## config.mk

```make
export PLATFORM = sky130hd
export DESIGN_NAME = octi_queue
export DESIGN_NICKNAME = d
export VERILOG_FILES = /design/src/hdl/octi_pkg.sv /design/src/hdl/octi_queue.sv
export SDC_FILE = /design/constraint.sdc
export NUM_CORES = 1
export LEC_CHECK = 0
export BUFFER_PORTS_ARGS = -buffer_cell sky130_fd_sc_hd__buf_2
export CORE_ASPECT_RATIO = 1.5
export CORE_MARGIN = 4
export CORE_UTILIZATION = 40
export CTS_CLUSTER_SIZE = 20
export DETAILED_ROUTE_END_ITERATION = 10
export GPL_TIMING_DRIVEN = 1
export SLEW_MARGIN = 0
export SYNTH_ARGS = -nofsm -noshare
export SYNTH_HDL_FRONTEND = slang
export SYNTH_SLANG_ARGS = --single-unit
export TNS_END_PERCENT = 10
```

## constraint.sdc

```tcl
create_clock -name clk -period 22.7 [get_ports clk]
set_clock_uncertainty 0.1 [all_clocks]
set_input_delay 2.27 -clock clk [delete_from_list [all_inputs] [get_ports clk]]
set_output_delay 2.27 -clock clk [all_outputs]
set_load 0.03 [all_outputs]
```

## src/hdl/octi_pkg.sv

```systemverilog
// ----------------------------------------------------------------------------
// octi_pkg
// Shared constants and types for the octant trilinear table interpolator.
// ----------------------------------------------------------------------------
package octi_pkg;

  // Grid size in cells per axis; the table holds one more node per axis.
  localparam int GRID_X = 32;
  localparam int GRID_Y = 32;
  localparam int GRID_Z = 32;

  localparam int NX1 = GRID_X + 1;
  localparam int NY1 = GRID_Y + 1;
  localparam int NZ1 = GRID_Z + 1;
  localparam int NODE_COUNT = NX1 * NY1 * NZ1;

  // Node coordinate widths.
  localparam int XW = $clog2(NX1);
  localparam int YW = $clog2(NY1);
  localparam int ZW = $clog2(NZ1);

  // Nodes are split over eight banks by the parity of each coordinate.
  localparam int BANKS = 8;
  localparam int HX = (GRID_X + 2) / 2;
  localparam int HY = (GRID_Y + 2) / 2;
  localparam int HZ = (GRID_Z + 2) / 2;
  localparam int BANK_DEPTH = HX * HY * HZ;
  localparam int BAW = $clog2(BANK_DEPTH);

  // Fraction width and its cap (just under 16.0 in Q.16).
  localparam int FW = 20;
  localparam logic [FW-1:0] FRAC_CAP = 20'hFFFFF;
  localparam int ONE_Q16 = 65536;

  // Reciprocals for splitting a linear node index (exact for 16-bit indexes).
  localparam longint unsigned RECIP_Z = ((64'd1 << 32) + NZ1 - 1) / NZ1;
  localparam longint unsigned RECIP_Y = ((64'd1 << 32) + NY1 - 1) / NY1;

  // Queue between the front and back parts.
  localparam int QDEPTH = 8;
  localparam int QAW = $clog2(QDEPTH);
  localparam int FRONT_STAGES = 4;

  // Operation codes.
  localparam logic OP_LOAD = 1'b0;
  localparam logic OP_QUERY = 1'b1;

  // One classified item handed from the front part to the back part.
  typedef struct packed {
    logic is_load;
    logic wr_ok;
    logic [XW-1:0] cx;
    logic [YW-1:0] cy;
    logic [ZW-1:0] cz;
    logic [FW-1:0] fx;
    logic [FW-1:0] fy;
    logic [FW-1:0] fz;
    logic [2:0] nonneg;
    logic [3:0][31:0] data;
  } front_item_t;

endpackage

```

## src/hdl/octi_queue.sv

```systemverilog
// ----------------------------------------------------------------------------
// octi_queue
// Short first-in first-out queue between the front and back parts.
// ----------------------------------------------------------------------------
module octi_queue (
  input  logic                  clk,
  input  logic                  rst,
  input  logic                  push,
  input  octi_pkg::front_item_t push_item,
  input  logic                  pop,
  output logic                  head_vld,
  output octi_pkg::front_item_t head_item,
  output logic [octi_pkg::QAW:0] count
);

  octi_pkg::front_item_t    store [octi_pkg::QDEPTH];
  logic [octi_pkg::QAW-1:0] wr_ptr;
  logic [octi_pkg::QAW-1:0] rd_ptr;
  logic                     do_pop;

  assign head_vld  = (count != '0);
  assign head_item = store[rd_ptr];
  assign do_pop    = pop && head_vld;

  // Entry storage.
  always_ff @(posedge clk) begin
    if (push) begin
      store[wr_ptr] <= push_item;
    end
  end

  // Pointers and fill count.
  always_ff @(posedge clk) begin
    if (rst) begin
      wr_ptr <= '0;
      rd_ptr <= '0;
      count  <= '0;
    end else begin
      if (push) begin
        wr_ptr <= wr_ptr + 1'b1;
      end
      if (do_pop) begin
        rd_ptr <= rd_ptr + 1'b1;
      end
      if (push && !do_pop) begin
        count <= count + 1'b1;
      end else if (!push && do_pop) begin
        count <= count - 1'b1;
      end
    end
  end

endmodule

```

---- Word level (Yosys, flattened, before mapping) ----
Memory sizes are Yosys's and may differ from the RTL's. A register that Yosys moved wholly into a read port is not among the register bits.
Index checks and enable logic that the tools add are counted.
storage, ports and cells
  register bits ........................... 10
  latch bits .............................. 0
  bits in writable memories ............... 1688
  memory bits (read-only) ................. 0
  logic and storage cells ................. 21
  memories ................................ 1
memories
  memory  words  width  rd ports  clocked after memory_dff  wr ports  line              RTL
  store   8      211    1         1                         1         octi_queue.sv:16  octi_pkg::front_item_t store [octi_pkg::QDEPTH];
cells by class
  add/subtract/negate cells ............... 4
  multipliers ............................. 0
  divide/modulo/power cells ............... 0
  order comparisons ....................... 0
  eq/ne operators ......................... 0
  shift-type cells ........................ 0
  muxes and demuxes ....................... 6
  bitwise logic cells ..................... 0
  reduce and logical (&&, ||, !) cells .... 7
operators with widths
  cell                                               count
  2-to-1 mux 4 bit                                   2
  adder 3 x 1 -> 3 bit (second input constant)       2
  2-to-1 mux 3 bit                                   2
  adder 4 x 1 -> 4 bit (second input constant)       1
  nonzero test 4 bit                                 1
  subtractor 4 x 1 -> 4 bit (second input constant)  1
  logical AND 1 bit                                  3
  logical NOT 1 bit                                  2
  2-to-1 mux 1 bit                                   2
  nonzero test 2 bit                                 1

---- Longest topological paths before layout ----
  depth after elaboration ................. 5
  mapped depth ............................ 9

---- Worst setup path after synthesis ----
OpenSTA, ideal clock, no wires.
  path type ............................... input-to-reg
  start point ............................. input port push
  end point ............................... memory store[0][0] (netlist bit), enable pin
  arrival ................................. 16.584 ns
  slack ................................... 4.974 ns
  stages .................................. 2
  path buffers ............................ 0
  cells stage by stage .................... nand2b_1 > nor3_1
between the ends
  longest elaborated chain between the ends .. 2
RTL lines
  what                                    line              RTL
  from (decl)                             octi_queue.sv:8   input logic push,
  2-to-1 mux 1 bit                        octi_queue.sv:27  if (push) begin
  2-to-1 mux 1 bit (implied by the code)  octi_queue.sv:28  store[wr_ptr] <= push_item;
  to (decl)                               octi_queue.sv:16
No other way between the ends.

==> results.toml <==
[run_status]
status = "completed"

[sta]
fmax_mhz = 131
layout_setup_ws_ns = 15.06
worstMarginPinSlew_ns = 1.13
rsz0062_at_grt = "no"
period_share = 0.337
slew_headroom = 0.244
report.final.setup_viol = 0
finalSetupTns_ns = 0
finalWorstPathRequiredPeriod_ns = 7.64
finalMaxSlewViolations = 0
hold_violations = 0

[power_and_ir_drop]
pwr-share-clk = 0.332
p_per_area_mw_per_mm2 = 107
cellLeakagePower_nw = 23.1
comb_power_share = 0.217
ir_drop_mv = 0.0979
p_int_w = 0.00579
switching_power_w = 0.00211
power_frac_seq = 0.451
switching_share = 0.267

[synthesis]
syn_area_per_cell_sq_um = 25.6
synth_edf_count = 1688
async_flop_share = 0
synth.distinct_cells = 27
ys.flop_type = "edfxtp_1"
syn_area_sq_mm = 0.0642
syn_inst = 2507
yosys_warnings = 0
ys_seq_elements = 1701
ys_seq_area_frac = 0.793
syn_nets = 2728

[cts]
ctsResizeCount = 0
cts_tree = "built"
cts_setup_buffers = 0
clockRootBuffer = "clkbuf_16"
postCtsHoldBufs = 0
insertion_delay_ns = 0.79
clk_pin_slew_worst_paths_ns = 0.06
numCtsBuffers = 160
ctsHtreeMaxLevel = 4
clockBufferDepth = 3
clkSinkCount = 1701

[global_route]
track_usage = 0.164
top_usage_layer = "met2"
antenna_found_initial = 46
use_met1 = 0.201
grt_pass1_vias = 30600
met2_usage = 0.279
gr-total-overflow = 0
grt_max_degree = 115
grt_use_met3 = 0.0530
grt_pass1_wl_um = 202000

[routing]
drcViolationCount = 0
drtIter0Drc = 1797
wire_per_inst_um = 26.0
ant_nets = 0
wl_um = 137000
vias_per_cell = 5.30
vias = 27900
dr.pass1.iters = 5

[final_layout]
seqCellArea_sq_mm = 0.0510
fin_nets = 3245
area_delta_synth_final_pct = 14.8
multi_input_area_sq_mm = 0.0123
final_util = 0.463
fin_area_sq_mm = 0.0737
fill_cells = 13000
drive_above_1_share = 0.427
fin_cells = 5254

[place]
placed_cells = 4943
dpl_cell_area_sq_mm = 0.0684
place_congestion = 0.717
dpl_worst_slack_ns = 15.65
dp_hpwl_um = 73900
numPortBuffers = 430

[worst_setup_path]
reg2regPathDepth = 4
r2r-end = "store[1][118]$_DFFE_PP_"
endpoint_kind = "primary output"
worst-setup-path-type = "reg2out"
required_ns = 20.33
critPathLaunchType = "register"
regToRegSetupSlack_ns = 18.95
worstPathArrival_ns = 5.27
r2r-start = "wr_ptr[0]$_SDFFE_PP0P_"
critical_path.max_fanout = 49

[min_path]
hold_class = "reg2reg"
hold-path-cell-count = 2
worstHoldStart = "rd_ptr[1]$_SDFFE_PP0P_"

[floorplanning]
die_w_um = 335
coreArea_sq_mm = 0.159
die_height_um = 499
rows = 179
dieArea_sq_mm = 0.167
start_util = 0.404
io_pins = 431

[flow_run]
maxCapViolations = 0
## routing by layer
metal  wire length [um]  vias to the layer above
met1              53300                    14900
met5                312                        -
met2              69100                      762
met3              11100                      246
met4               2930                       46
li1                   -                    11900
## registers in the layout, summed over array words and instances, names as in the netlist, named ones only
register,cells
store,1688
wr_ptr,3
count,4
rd_ptr,3
## synthesized netlist by cell type (5+ instances only)
master	count	area [sq um]
mux2_2	201	2260
clkbuf_1	31	116
mux4_2	422	9500
dfxtp_1	13	260
buf_12	21	420
buf_2	40	200
buf_1	5	18.8
ha_1	5	62.6
nor2_1	17	63.8
nand2_1	5	18.8
edfxtp_1	1688	50700
buf_6	20	225
mux2_4	11	165
## cell usage in the layout (no fill, tap or decap), types with 4 or more instances in the layout
cell,count
buf_4,38
a21oi_1,4
ha_1,5
clkinv_1,34
nor2_1,11
dfxtp_1,10
mux2_2,201
edfxtp_1,1688
clkbuf_16,164
clkbuf_1,27
buf_2,430
nor2_4,6
mux2_4,11
clkinv_2,23
mux4_2,422
clkinvlp_4,4
nand2_1,5
bufinv_16,15
diode_2,24
nand2b_1,4
inv_6,8
xor2_1,4
buf_12,6
## power groups by stage
stage	registers (W)	logic [W]	clock network, W
6_report	0.00357	0.00172	0.00262
4_1_cts	0.00357	0.00177	0.00270
3_3_place_gp	0.00363	0.00173	0
2_1_floorplan	0.00364	0.00141	0
3_5_place_dp	0.00364	0.00176	0
5_1_grt	0.00358	0.00185	0.00284
## metrics by stage
| step | hold slack, ns | power [W] |
|---|---|---|
| after floorplan | 0.354 | 0.00505 |
| after detailed placement | 0.373 | 0.00540 |
| final | 0.384 | 0.00791 |
| after global placement | 0.353 | 0.00536 |
| after CTS | 0.382 | 0.00804 |
| after global routing | 0.425 | 0.00827 |
## critical path: stages (launching register included)
cell and delay (ns):
dfxtp_4 0.82, buf_4 0.85, buf_4 0.89, buf_4 0.70, mux4_2 0.58, mux2_2 0.31, buf_2 0.19
## layout make-up
type                    count  area share
inverters                   1   0.0000509
well taps                2081      0.0353
multi-input cells         686       0.167
repair buffers            474      0.0347
diodes                     24    0.000815
flip-flops and latches   1701       0.691
clock buffers             194      0.0576
clock inverters            93      0.0130
## cell families after synthesis
family	share of synthesized area
adders and majority gates	0.00129
buffers and inverters	0.0158
AOI/OAI and AO/OA	0.000526
DFF	0.793
xor gates and xnor gates	0.000682
and+or+nand+nor	0.00228
muxes	0.186
## how the worst max path moves through the flow
stage | cells past startpoint | slack [ns] | to | from
after global placement | 6 | 15.74 | head_item[108] | register
after global routing | 6 | 14.45 | head_item[108] | register
final | 6 | 15.06 | head_item[108] | register
after detailed placement | 6 | 15.65 | head_item[108] | register
after CTS | 6 | 14.75 | head_item[108] | register
after floorplan | 2 | 4.97 | store[0][0]$_DFFE_PP_ | push
Note: power is estimated with default switching activity, not from simulation.
